**src/hw/rtl/lcbfs_pkg.sv**
```systemverilog
// Shared types, constants and lookup tables of the LED cube BAM frame store.
package lcbfs_pkg;

  localparam int ROW_COUNT     = 4;
  localparam int COL_COUNT     = 4;
  localparam int LAYER_COUNT   = 4;
  localparam int PLANES        = 4;
  localparam int VOX_PER_LAYER = ROW_COUNT * COL_COUNT;
  localparam int VOX_TOTAL     = VOX_PER_LAYER * LAYER_COUNT;
  localparam int BYTES         = (VOX_PER_LAYER * 3 + 7) / 8;
  localparam int STORE_SIZE    = LAYER_COUNT * PLANES * BYTES;
  localparam int USED_BITS     = (VOX_PER_LAYER * 3) % 8;
  localparam logic [7:0] PAD_MASK = (USED_BITS == 0) ? 8'hFF : 8'((1 << USED_BITS) - 1);

  localparam int IDX_RANGE = 256;
  localparam int RANGE_W   = 10;
  localparam int LAYER_W   = (LAYER_COUNT > 1) ? $clog2(LAYER_COUNT) : 1;
  localparam int POS_W     = (VOX_PER_LAYER > 1) ? $clog2(VOX_PER_LAYER) : 1;
  localparam int Q_W       = ($clog2(3 * VOX_PER_LAYER) > 3) ? $clog2(3 * VOX_PER_LAYER) : 3;
  localparam int BYTE_W    = (BYTES > 1) ? $clog2(BYTES) : 1;
  localparam int ADDR_W    = (STORE_SIZE > 1) ? $clog2(STORE_SIZE) : 1;
  localparam int CNT_W     = $clog2(STORE_SIZE + 1);
  // two byte visits per plane for one voxel
  localparam int VOX_STEPS = 2 * PLANES;

  typedef enum logic [2:0] {
    FN_WRITE   = 3'd0,
    FN_READ    = 3'd1,
    FN_ALL_ON  = 3'd2,
    FN_ALL_OFF = 3'd3,
    FN_SYNC    = 3'd4,
    FN_SHIFT   = 3'd5
  } func_e;

  typedef struct packed {
    logic [2:0] func;
    logic [7:0] voxel_index;
    logic [3:0] red;
    logic [3:0] green;
    logic [3:0] blue;
    logic       force_req;
    logic [2:0] layer_sel;
    logic [4:0] bam_tick;
  } item_t;

  typedef struct packed {
    logic [11:0] color_word;
    logic [7:0]  shift_byte;
    logic        last;
    logic        dirty;
  } result_t;

  typedef enum logic [3:0] {
    OP_IDLE,
    OP_CLEAR,
    OP_FILL,
    OP_COPY,
    OP_WR_RD,
    OP_WR_WR,
    OP_RD_RD,
    OP_RD_ACC,
    OP_SH_RD
  } dp_op_e;

  typedef enum logic [1:0] {
    OSEL_STATUS,
    OSEL_PLANE,
    OSEL_SELECT
  } out_sel_e;

  typedef enum logic [3:0] {
    S_CLEAR,
    S_IDLE,
    S_DISPATCH,
    S_WR_RD,
    S_WR_WR,
    S_RD_RD,
    S_RD_ACC,
    S_FILL,
    S_COPY,
    S_RESULT,
    S_SH_RD,
    S_SH_OUT,
    S_SH_SEL
  } state_e;

  typedef struct packed {
    dp_op_e   op;
    logic     load_item;
    logic     cnt_clr;
    logic     cnt_inc;
    logic     dirty_set;
    logic     dirty_clr;
    logic     out_load;
    out_sel_e out_sel;
  } dp_cmd_t;

  typedef struct packed {
    func_e func;
    logic  force_req;
    logic  in_range;
    logic  shift_ok;
    logic  step_last;
    logic  byte_last;
    logic  store_last;
    logic  at_store;
    logic  out_free;
  } dp_sts_t;

  typedef logic [IDX_RANGE-1:0][LAYER_W-1:0] layer_lut_t;
  typedef logic [IDX_RANGE-1:0][POS_W-1:0]   pos_lut_t;

  function automatic layer_lut_t build_layer_lut();
    layer_lut_t lut;
    for (int i = 0; i < IDX_RANGE; i++) begin
      lut[i] = LAYER_W'(i / VOX_PER_LAYER);
    end
    return lut;
  endfunction

  function automatic pos_lut_t build_pos_lut();
    pos_lut_t lut;
    for (int i = 0; i < IDX_RANGE; i++) begin
      lut[i] = POS_W'(i % VOX_PER_LAYER);
    end
    return lut;
  endfunction

  localparam layer_lut_t LAYER_LUT = build_layer_lut();
  localparam pos_lut_t   POS_LUT   = build_pos_lut();

endpackage

```
**src/hw/rtl/lcbfs_in_if.sv**
```systemverilog
// Input channel: valid/ready handshake carrying one command word.
interface lcbfs_in_if;
  import lcbfs_pkg::*;

  logic  valid;
  logic  ready;
  item_t data;

  modport source (output valid, output data, input ready);
  modport sink   (input valid, input data, output ready);
endinterface

```
**src/hw/rtl/lcbfs_out_if.sv**
```systemverilog
// Output channel: valid/ready handshake carrying one result word.
interface lcbfs_out_if;
  import lcbfs_pkg::*;

  logic    valid;
  logic    ready;
  result_t data;

  modport source (output valid, output data, input ready);
  modport sink   (input valid, input data, output ready);
endinterface

```
**src/hw/rtl/lcbfs_dp.sv**
```systemverilog
// Datapath: working and display plane memories, counters, voxel merge and output register.
module lcbfs_dp (
  input  logic              clk_i,
  input  logic              rst_ni,
  input  lcbfs_pkg::item_t  item_i,
  input  lcbfs_pkg::dp_cmd_t cmd_i,
  output lcbfs_pkg::dp_sts_t sts_o,
  output logic              out_valid_o,
  input  logic              out_ready_i,
  output lcbfs_pkg::result_t result_o
);
  import lcbfs_pkg::*;

  logic [7:0] wmem [STORE_SIZE];
  logic [7:0] dmem [STORE_SIZE];

  item_t            item_q;
  logic [CNT_W-1:0] cnt_q;
  logic [BYTE_W-1:0] fbyte_q;
  logic [7:0]       wrd_q;
  logic [7:0]       drd_q;
  logic [2:0][3:0]  word_q;
  logic [2:0][3:0]  acc;
  logic             dirty_q;
  logic             copy_v_q;
  logic [ADDR_W-1:0] copy_a_q;
  logic             out_valid_q;
  result_t          result_q;

  logic [LAYER_W-1:0] vox_layer;
  logic [POS_W-1:0]   vox_pos;
  logic [Q_W-1:0]     q_base;
  logic [2:0][Q_W-1:0] q;
  logic [2:0][3:0]    col;
  logic [1:0]         plane;
  logic [BYTE_W-1:0]  byte_lo;
  logic [BYTE_W-1:0]  byte_hi;
  logic [BYTE_W-1:0]  sel_byte;
  logic [ADDR_W-1:0]  vox_addr;
  logic [ADDR_W-1:0]  sh_addr;
  logic [ADDR_W-1:0]  cnt_addr;
  logic [1:0]         sh_plane;
  logic               tick_ok;
  logic [7:0]         merge;
  logic [7:0]         fill_val;

  logic               wm_we;
  logic [ADDR_W-1:0]  wm_waddr;
  logic [7:0]         wm_wdata;
  logic               wm_re;
  logic [ADDR_W-1:0]  wm_raddr;
  logic               dm_we;
  logic [ADDR_W-1:0]  dm_waddr;
  logic [7:0]         dm_wdata;
  logic               dm_re;
  logic [ADDR_W-1:0]  dm_raddr;
  logic               out_free;
  logic               cnt_below_store;

  function automatic logic [ADDR_W-1:0] row_base(logic [LAYER_W-1:0] l, logic [1:0] b);
    return ADDR_W'((int'(l) * PLANES + int'(b)) * BYTES);
  endfunction

  // voxel geometry
  assign vox_layer = LAYER_LUT[item_q.voxel_index];
  assign vox_pos   = POS_LUT[item_q.voxel_index];
  assign q_base    = (Q_W'(vox_pos) << 1) + Q_W'(vox_pos);
  assign q[0]      = q_base;
  assign q[1]      = q_base + Q_W'(1);
  assign q[2]      = q_base + Q_W'(2);
  assign col       = {item_q.blue, item_q.green, item_q.red};
  assign plane     = cnt_q[2:1];
  assign byte_lo   = BYTE_W'(q[0] >> 3);
  assign byte_hi   = BYTE_W'(q[2] >> 3);
  assign sel_byte  = cnt_q[0] ? byte_hi : byte_lo;
  assign vox_addr  = row_base(vox_layer, plane) + ADDR_W'(sel_byte);
  assign cnt_addr  = cnt_q[ADDR_W-1:0];
  assign cnt_below_store = (cnt_q < CNT_W'(STORE_SIZE));

  // tick to bit plane
  always_comb begin
    tick_ok = ~item_q.bam_tick[4];
    if (item_q.bam_tick[3]) begin
      sh_plane = 2'd3;
    end else if (item_q.bam_tick[2]) begin
      sh_plane = 2'd2;
    end else if (item_q.bam_tick[1]) begin
      sh_plane = 2'd1;
    end else begin
      sh_plane = 2'd0;
    end
  end

  assign sh_addr = row_base(item_q.layer_sel[LAYER_W-1:0], sh_plane)
                 + ADDR_W'(BYTES - 1) - ADDR_W'(cnt_q);

  // merge new color bits into a plane byte, gather read bits into the word
  always_comb begin
    merge = wrd_q;
    acc   = word_q;
    for (int c = 0; c < 3; c++) begin
      if (BYTE_W'(q[c] >> 3) == sel_byte) begin
        merge[q[c][2:0]] = col[c][plane];
        acc[c][plane]    = drd_q[q[c][2:0]];
      end
    end
  end

  always_comb begin
    fill_val = (func_e'(item_q.func) == FN_ALL_ON) ? 8'hFF : 8'h00;
    if (func_e'(item_q.func) == FN_ALL_ON && fbyte_q == BYTE_W'(BYTES - 1)) begin
      fill_val = fill_val & PAD_MASK;
    end
  end

  // memory port control
  always_comb begin
    wm_we    = 1'b0;
    wm_waddr = cnt_addr;
    wm_wdata = 8'h00;
    wm_re    = 1'b0;
    wm_raddr = vox_addr;
    dm_we    = copy_v_q;
    dm_waddr = copy_a_q;
    dm_wdata = wrd_q;
    dm_re    = 1'b0;
    dm_raddr = vox_addr;
    unique case (cmd_i.op)
      OP_CLEAR: begin
        wm_we    = 1'b1;
        dm_we    = 1'b1;
        dm_waddr = cnt_addr;
        dm_wdata = 8'h00;
      end
      OP_FILL: begin
        wm_we    = 1'b1;
        wm_wdata = fill_val;
      end
      OP_COPY: begin
        wm_re    = cnt_below_store;
        wm_raddr = cnt_addr;
      end
      OP_WR_RD: begin
        wm_re = 1'b1;
      end
      OP_WR_WR: begin
        wm_we    = 1'b1;
        wm_waddr = vox_addr;
        wm_wdata = merge;
      end
      OP_RD_RD: begin
        dm_re = 1'b1;
      end
      OP_SH_RD: begin
        dm_re    = 1'b1;
        dm_raddr = sh_addr;
      end
      default: begin
      end
    endcase
  end

  always_ff @(posedge clk_i) begin
    if (wm_we) begin
      wmem[wm_waddr] <= wm_wdata;
    end
    if (wm_re) begin
      wrd_q <= wmem[wm_raddr];
    end
  end

  always_ff @(posedge clk_i) begin
    if (dm_we) begin
      dmem[dm_waddr] <= dm_wdata;
    end
    if (dm_re) begin
      drd_q <= dmem[dm_raddr];
    end
  end

  always_ff @(posedge clk_i) begin
    copy_a_q <= cnt_addr;
    if (cmd_i.load_item) begin
      item_q <= item_i;
    end
  end

  always_ff @(posedge clk_i or negedge rst_ni) begin
    if (!rst_ni) begin
      cnt_q    <= '0;
      fbyte_q  <= '0;
      word_q   <= '0;
      dirty_q  <= 1'b0;
      copy_v_q <= 1'b0;
    end else begin
      copy_v_q <= (cmd_i.op == OP_COPY) && cnt_below_store;
      if (cmd_i.cnt_clr) begin
        cnt_q   <= '0;
        fbyte_q <= '0;
      end else if (cmd_i.cnt_inc) begin
        cnt_q   <= cnt_q + CNT_W'(1);
        fbyte_q <= (fbyte_q == BYTE_W'(BYTES - 1)) ? '0 : fbyte_q + BYTE_W'(1);
      end
      if (cmd_i.load_item) begin
        word_q <= '0;
      end else if (cmd_i.op == OP_RD_ACC) begin
        word_q <= acc;
      end
      if (cmd_i.dirty_set) begin
        dirty_q <= 1'b1;
      end else if (cmd_i.dirty_clr) begin
        dirty_q <= 1'b0;
      end
    end
  end

  // output register
  assign out_free = ~out_valid_q | out_ready_i;

  always_ff @(posedge clk_i or negedge rst_ni) begin
    if (!rst_ni) begin
      out_valid_q <= 1'b0;
    end else if (cmd_i.out_load) begin
      out_valid_q <= 1'b1;
    end else if (out_ready_i) begin
      out_valid_q <= 1'b0;
    end
  end

  always_ff @(posedge clk_i) begin
    if (cmd_i.out_load) begin
      result_q.dirty <= dirty_q;
      unique case (cmd_i.out_sel)
        OSEL_PLANE: begin
          result_q.color_word <= '0;
          result_q.shift_byte <= drd_q;
          result_q.last       <= 1'b0;
        end
        OSEL_SELECT: begin
          result_q.color_word <= '0;
          result_q.shift_byte <= 8'(1) << item_q.layer_sel;
          result_q.last       <= 1'b1;
        end
        default: begin
          result_q.color_word <= word_q;
          result_q.shift_byte <= '0;
          result_q.last       <= 1'b1;
        end
      endcase
    end
  end

  assign out_valid_o = out_valid_q;
  assign result_o    = result_q;

  assign sts_o.func       = func_e'(item_q.func);
  assign sts_o.force_req  = item_q.force_req;
  assign sts_o.in_range   = RANGE_W'(item_q.voxel_index) < RANGE_W'(VOX_TOTAL);
  assign sts_o.shift_ok   = tick_ok && ({1'b0, item_q.layer_sel} < 4'(LAYER_COUNT));
  assign sts_o.step_last  = (cnt_q == CNT_W'(VOX_STEPS - 1));
  assign sts_o.byte_last  = (cnt_q == CNT_W'(BYTES - 1));
  assign sts_o.store_last = (cnt_q == CNT_W'(STORE_SIZE - 1));
  assign sts_o.at_store   = (cnt_q == CNT_W'(STORE_SIZE));
  assign sts_o.out_free   = out_free;

endmodule

```
**src/hw/rtl/lcbfs_ctrl.sv**
```systemverilog
// Controller: sequences clear, voxel access, fill, copy and shift-out steps.
module lcbfs_ctrl (
  input  logic               clk_i,
  input  logic               rst_ni,
  input  logic               in_valid_i,
  output logic               in_ready_o,
  output lcbfs_pkg::dp_cmd_t cmd_o,
  input  lcbfs_pkg::dp_sts_t sts_i
);
  import lcbfs_pkg::*;

  state_e state_q;
  state_e state_d;

  always_ff @(posedge clk_i or negedge rst_ni) begin
    if (!rst_ni) begin
      state_q <= S_CLEAR;
    end else begin
      state_q <= state_d;
    end
  end

  always_comb begin
    state_d = state_q;
    unique case (state_q)
      S_CLEAR:    if (sts_i.store_last) state_d = S_IDLE;
      S_IDLE:     if (in_valid_i) state_d = S_DISPATCH;
      S_DISPATCH: begin
        unique case (sts_i.func)
          FN_WRITE:   state_d = sts_i.in_range ? S_WR_RD : S_RESULT;
          FN_READ:    state_d = sts_i.in_range ? S_RD_RD : S_RESULT;
          FN_ALL_ON,
          FN_ALL_OFF: state_d = S_FILL;
          FN_SYNC:    state_d = S_COPY;
          FN_SHIFT:   state_d = sts_i.shift_ok ? S_SH_RD : S_IDLE;
          default:    state_d = S_IDLE;
        endcase
      end
      S_WR_RD:    state_d = S_WR_WR;
      S_WR_WR:    state_d = sts_i.step_last ? S_RESULT : S_WR_RD;
      S_RD_RD:    state_d = S_RD_ACC;
      S_RD_ACC:   state_d = sts_i.step_last ? S_RESULT : S_RD_RD;
      S_FILL: begin
        if (sts_i.store_last) state_d = sts_i.force_req ? S_COPY : S_RESULT;
      end
      S_COPY:     if (sts_i.at_store) state_d = S_RESULT;
      S_RESULT:   if (sts_i.out_free) state_d = S_IDLE;
      S_SH_RD:    state_d = S_SH_OUT;
      S_SH_OUT: begin
        if (sts_i.out_free) state_d = sts_i.byte_last ? S_SH_SEL : S_SH_RD;
      end
      S_SH_SEL:   if (sts_i.out_free) state_d = S_IDLE;
      default:    state_d = S_IDLE;
    endcase
  end

  always_comb begin
    cmd_o         = '0;
    cmd_o.op      = OP_IDLE;
    cmd_o.out_sel = OSEL_STATUS;
    in_ready_o    = 1'b0;
    unique case (state_q)
      S_CLEAR: begin
        cmd_o.op      = OP_CLEAR;
        cmd_o.cnt_inc = 1'b1;
      end
      S_IDLE: begin
        in_ready_o      = 1'b1;
        cmd_o.load_item = in_valid_i;
        cmd_o.cnt_clr   = in_valid_i;
      end
      S_WR_RD:  cmd_o.op = OP_WR_RD;
      S_WR_WR: begin
        cmd_o.op        = OP_WR_WR;
        cmd_o.cnt_inc   = ~sts_i.step_last;
        cmd_o.dirty_set = sts_i.step_last;
      end
      S_RD_RD:  cmd_o.op = OP_RD_RD;
      S_RD_ACC: begin
        cmd_o.op      = OP_RD_ACC;
        cmd_o.cnt_inc = ~sts_i.step_last;
      end
      S_FILL: begin
        cmd_o.op        = OP_FILL;
        cmd_o.cnt_inc   = 1'b1;
        cmd_o.dirty_set = sts_i.store_last;
        // restart the counter for the copy sweep
        cmd_o.cnt_clr   = sts_i.store_last;
      end
      S_COPY: begin
        cmd_o.op        = OP_COPY;
        cmd_o.cnt_inc   = ~sts_i.at_store;
        cmd_o.dirty_clr = sts_i.at_store;
      end
      S_RESULT: begin
        cmd_o.out_load = sts_i.out_free;
        cmd_o.out_sel  = OSEL_STATUS;
      end
      S_SH_RD:  cmd_o.op = OP_SH_RD;
      S_SH_OUT: begin
        cmd_o.out_load = sts_i.out_free;
        cmd_o.out_sel  = OSEL_PLANE;
        cmd_o.cnt_inc  = sts_i.out_free & ~sts_i.byte_last;
      end
      S_SH_SEL: begin
        cmd_o.out_load = sts_i.out_free;
        cmd_o.out_sel  = OSEL_SELECT;
      end
      default: begin
      end
    endcase
  end

endmodule

```
**src/hw/rtl/led_cube_bam_frame_store_top.sv**
```systemverilog
// Double-buffered BAM frame store for an RGB LED cube, one command word at a time.
// After reset the block zeroes all STORE_SIZE bytes (96 at the default 4x4x4 cube) of
// both plane memories with in_i.ready low. Commands then run one at a time: a voxel write
// or read takes eight read-modify-write or read steps (two byte visits per plane, each a
// read state, then a write or accumulate state, on the registered-read plane memory); all
// on and all off fill the working store, then copy it to the display store with force_req;
// a sync copies the working store to the display store; a shift reads and sends each plane
// byte in turn. Every command but a shift and the unused codes 6 and 7 returns one
// word with last set; a shift returns BYTES plane bytes, highest first, then the one-hot
// layer byte with last set, and nothing for a tick above 15 or a layer_sel of LAYER_COUNT
// or more. A result waiting in the output register does not hold back the next command.
module led_cube_bam_frame_store_top (
  input  logic        clk_i,
  input  logic        rst_ni,
  lcbfs_in_if.sink    in_i,
  lcbfs_out_if.source out_o
);
  import lcbfs_pkg::*;

  dp_cmd_t cmd;
  dp_sts_t sts;
  logic    out_valid;
  result_t result;

  lcbfs_ctrl u_ctrl (
    .clk_i      (clk_i),
    .rst_ni     (rst_ni),
    .in_valid_i (in_i.valid),
    .in_ready_o (in_i.ready),
    .cmd_o      (cmd),
    .sts_i      (sts)
  );

  lcbfs_dp u_dp (
    .clk_i       (clk_i),
    .rst_ni      (rst_ni),
    .item_i      (in_i.data),
    .cmd_i       (cmd),
    .sts_o       (sts),
    .out_valid_o (out_valid),
    .out_ready_i (out_o.ready),
    .result_o    (result)
  );

  assign out_o.valid = out_valid;
  assign out_o.data  = result;

endmodule
```
**src/flat_wrapper.sv**
```systemverilog
// flat-port wrapper written by rule: the top's interface ports become plain ports
module led_cube_bam_frame_store_top_flat import lcbfs_pkg::*;
  (clk_i, rst_ni, in_i_valid, in_i_data, in_i_ready, out_o_valid, out_o_data, out_o_ready);
  lcbfs_in_if in_i_i ();
  lcbfs_out_if out_o_i ();
  input  logic clk_i;
  input  logic rst_ni;
  input wire logic [$bits(in_i_i.valid)-1:0] in_i_valid;
  input wire logic [$bits(in_i_i.data)-1:0] in_i_data;
  output wire logic [$bits(in_i_i.ready)-1:0] in_i_ready;
  output wire logic [$bits(out_o_i.valid)-1:0] out_o_valid;
  output wire logic [$bits(out_o_i.data)-1:0] out_o_data;
  input wire logic [$bits(out_o_i.ready)-1:0] out_o_ready;
  assign in_i_i.valid = in_i_valid;
  assign in_i_i.data = in_i_data;
  assign in_i_ready = in_i_i.ready;
  assign out_o_valid = out_o_i.valid;
  assign out_o_data = out_o_i.data;
  assign out_o_i.ready = out_o_ready;
  led_cube_bam_frame_store_top u_core (.clk_i(clk_i), .rst_ni(rst_ni), .in_i(in_i_i), .out_o(out_o_i));
endmodule
```
**config.mk**
```make
export PLATFORM = sky130hd
export DESIGN_NAME = led_cube_bam_frame_store_top_flat
export DESIGN_NICKNAME = d
export VERILOG_FILES = /design/src/hw/rtl/lcbfs_pkg.sv /design/src/hw/rtl/lcbfs_in_if.sv /design/src/hw/rtl/lcbfs_out_if.sv /design/src/hw/rtl/lcbfs_dp.sv /design/src/hw/rtl/lcbfs_ctrl.sv /design/src/hw/rtl/led_cube_bam_frame_store_top.sv /design/src/flat_wrapper.sv
export SDC_FILE = /design/constraint.sdc
export NUM_CORES = 2
export LEC_CHECK = 0
export ABC_CLOCK_PERIOD_IN_PS = 18900
export BUFFER_PORTS_ARGS = -buffer_cell sky130_fd_sc_hd__buf_2
export CORE_MARGIN = 2
export CORE_UTILIZATION = 60
export CTS_CLUSTER_DIAMETER = 80
export DETAILED_ROUTE_END_ITERATION = 10
export GPL_TIMING_DRIVEN = 1
export PLACE_DENSITY_LB_ADDON = 0.1
export SLEW_MARGIN = 10
export SYNTH_ARGS = -nofsm -noshare
export SYNTH_HDL_FRONTEND = slang
export SYNTH_SLANG_ARGS = --single-unit
```
**constraint.sdc**
```tcl
create_clock -name clk_i -period 18.9 [get_ports clk_i]
set_input_delay 1.89 -clock clk_i [delete_from_list [all_inputs] [get_ports clk_i]]
set_output_delay 1.89 -clock clk_i [all_outputs]
set_load 0.01 [all_outputs]
```
==> impl_results.md <==
- Outcome: complete, no violations
- I/O pin total: 60
- Final cell count without fillers: 6215
- CTS Buf Count: 165
- DR top layer: met5
- Post-synth EDFFs: 1605
- Final Critical Period: 7.85 ns
- Setup Skew: 0.0315 ns
- Post-synth cell types: 90
- CP max-delay cell: dfxtp_1
- Synth area leaders: edfxtp_1 71%, mux4_2 4.6%, nand2_1 3.8%
- Largest family of logic cells by synthesized area: simple AND/OR/NAND/NOR gates
- CP Class: flip-flop to flip-flop
- Synth Warn #: 0
- Sequential fraction of the synthesis area: 72.2%
- Worst setup EP type: flip-flop
- RSZ-0062 raised after global routing: no
- Die width: 341 um
- Fmax: 127 MHz
- Mapped Nets: 4623
- DRT antenna net count: 0
- Endpoints failing setup: 0
- Max-slew headroom: 9.40%
- TritonRoute pass-1 iters: 6
- Max Cap Viol: 0
- Syn_area_per_cell: 15.0 um2
- 1st-iter DRT viols: 4341
- Crit share post-route: 41.5%
- WHS Endpoint: u_core.u_dp.vox_pos[3]
- Reg2reg setup slack: 11.05 ns
- Overflow after GRT: 0
- Cell area after layout: 75300 um2
- Metal-1 WL: 65000 um
- Detail Placement HPWL: 100000 um
- Max incr delay on CP: 0.99 ns
- Resize count post-CTS: 0
- Synth area leader: edfxtp_1
- Post-CTS Setup Inserts: 0
- Data arrival time of the critical path: 8.30 ns
- Synth top cells by count: 1605 x edfxtp_1, 684 x nand2_1, 293 x nor2_1, 291 x nand3_1, 172 x mux2i_1
- Clk root buf: clkbuf_16
- Required time worst endpoint: 19.35 ns
- Max FO, Critical Path: 118
- CTS max path bufs: 3
- Worst r2r src: u_core.u_dp.vox_pos[0]
- Xor and xnor area share after synthesis: 0.416%
- Most used standard cell by instance count after synthesis: edfxtp_1
- Share of layout cells above drive strength 1: 12.7%
- Vias: 39600
- Yosys top cell area share: 70.8%
- Clk slew on worst S/H paths: 0.06 ns
- Final nets: 4660
- Synthesized area: 68000 um2
- Clock Latency Late Sink: 0.79 ns
- Starting Density: 60.5%
- Cells after Synth: 4539
- CTS sink cnt: 1644
- Post-synthesis adder-cell area fraction: 0.938%
- Gpl congestion: 0.865
- Area fraction in compound gates after synthesis: 6.77%
- Crit Reg-Reg Endpoint: u_core.u_dp.wrd_q[5]
- Predominant post-synthesis flop cell: edfxtp_1
- N_diodes: 0
- Area after DPL: 69800 um2
- Worst hold start: u_core.u_dp.item_q[24]
- Hold Path Cell Cnt: 1
- Slew Viols, Final: 0
- Avg WL per Cell: 26.7 um
- Setup TNS: 0 ns
- Crit start category: flip-flop
- Drt drc: 0
- Mux contribution to synthesized area: 7.72%
- Vias in the first global route: 38300
- First-pass GRT wire length: 247000 um
- Total die area: 116000 um2
- Crit-path cells: ha_1 -> inv_1 -> ha_1 -> nand2_1 -> xnor2_4 -> buf_4 -> o21ai_4 -> buf_4 -> buf_12 -> buf_4 -> mux4_2 -> a22oi_1 -> nand3_1 -> a221oi_1 -> o211ai_1
- End-of-flow core utilization: 66.9%
- Total length of routed wires: 166000 um
- Core box area: 112000 um2
- Post-synthesis async set-or-reset flop share: 1.58%
- Reg2Reg Depth: 15
- Pin count of the biggest net entering global routing: 176
- Port buffer count: 58
- Total routing usage reported by global routing: 28.6%
- Met3 Wirelength: 12500 um
- Cts hold-fix bufs: 0
- Floorplan row count: 123
- Initial antenna violation count: 1
- H-tree Lvls: 4
- Synth Area in Simple Gates: 9.42%
- CTS tree: yes
- Area growth from synthesis to layout: 10.7%
- CP Buf/Inv Count: 5
- Met2 WL: 80800 um
- Vias/cell: 6.37
- Crit-path leading delay family: buffers and inverters
- Worst Tran Pin Value: 1.36 ns
- Yosys reg bits: 1644
- Hold Vio Cnt, Final: 0
- # placed instances: 5909
- Hold Crit Class: flip-flop to flip-flop
- Die Span Y: 341 um
- Crit path top cell by count: buf_4
[layout by cell type, fill, tap and decap left out, types with 17 or more instances in the layout]
master and count:
mux4_2 139, a211oi_1 17, buf_2 58, nand2_1 683, o211ai_1 171, nor3_1 43
a21oi_1 93, mux2_2 31, nor2b_1 25, a32oi_1 32, a32o_1 26, edfxtp_1 1605
clkinv_1 34, and3_1 19, inv_1 106, bufinv_16 17, a31oi_1 19, nor2_1 288
clkbuf_1 29, o21ai_0 49, nand4_1 51, mux2i_1 168, ha_1 43, dfrtp_1 26
a22oi_1 30, nand3_1 291, clkinv_2 29, buf_4 70, o22ai_1 40, clkbuf_16 167
[cell type report]
cell class / instances / area [um2]
Tap cell: 1500 / 1880
Sequential cell: 1644 / 49100
Inverter: 108 / 405
Multi-Input combinational cell: 2525 / 17500
Clock inverter: 100 / 1070
Timing Repair Buffer: 132 / 896
Clock buffer: 206 / 4430
Fill cell: 7722 / 37200
[registers in the layout, summed over array words and instances, names as in the netlist]
register                 count
u_core.u_dp.copy_v_q         1
u_core.u_dp.dmem           768
u_core.u_ctrl.state_q        4
u_core.u_dp.cnt_addr         7
u_core.u_dp.col             12
u_core.u_dp.wmem           768
u_core.u_dp.result_o        22
u_core.u_dp.out_valid_o      1
u_core.u_dp.sts_o            4
u_core.u_dp.vox_layer        2
u_core.u_dp.drd_q            8
u_core.u_dp.copy_a_q         7
u_core.u_dp.dirty_q          1
u_core.u_dp.item_q          15
u_core.u_dp.wrd_q            8
u_core.u_dp.vox_pos          4
u_core.u_dp.word_q          12
[kinds of logic after synthesis]
family / Yosys count
multiplexers: 346
AO/OA/AOI/OAI: 632
flip-flops: 1644
buffers and inverters: 370
AND/OR/NAND/NOR: 1470
adder cells (fa/ha/maj): 48
XOR/XNOR: 29
[per-stage QoR]
stage / hold slack [ns] / setup WS (ns)
6_report: 0.479 / 11.05
4_1_cts: 0.483 / 11.15
3_5_place_dp: 0.470 / 11.16
3_3_place_gp: 0.458 / 11.22
5_1_grt: 0.500 / 10.62
2_1_floorplan: 0.345 / 11.78
[routing by layer]
| metal | vias to the layer above | GRT usage [%] |
|---|---|---|
| li1 | 17600 | - |
| met1 | 19900 | 38.9 |
| met2 | 1789 | 46.2 |
| met3 | 358 | 4.63 |
| met4 | 2 | 12.9 |
| met5 | - | 0 |
[worst max-delay path by stage]
stage,cells after the start,start,endpoint
after floorplan,12,u_core.u_dp.vox_pos[1],u_core.u_dp.wmem[0][2]
after global placement,15,u_core.u_dp.vox_pos[0],u_core.u_dp.wrd_q[5]
after detailed placement,15,u_core.u_dp.vox_pos[0],u_core.u_dp.wrd_q[4]
after CTS,15,u_core.u_dp.vox_pos[0],u_core.u_dp.wrd_q[4]
after global routing,15,u_core.u_dp.vox_pos[0],u_core.u_dp.wrd_q[5]
final,15,u_core.u_dp.vox_pos[0],u_core.u_dp.wrd_q[5]
Power is left out: the tool's default activity adds up to more than one toggle a clock period on the data nets, which glitch-free logic cannot reach.
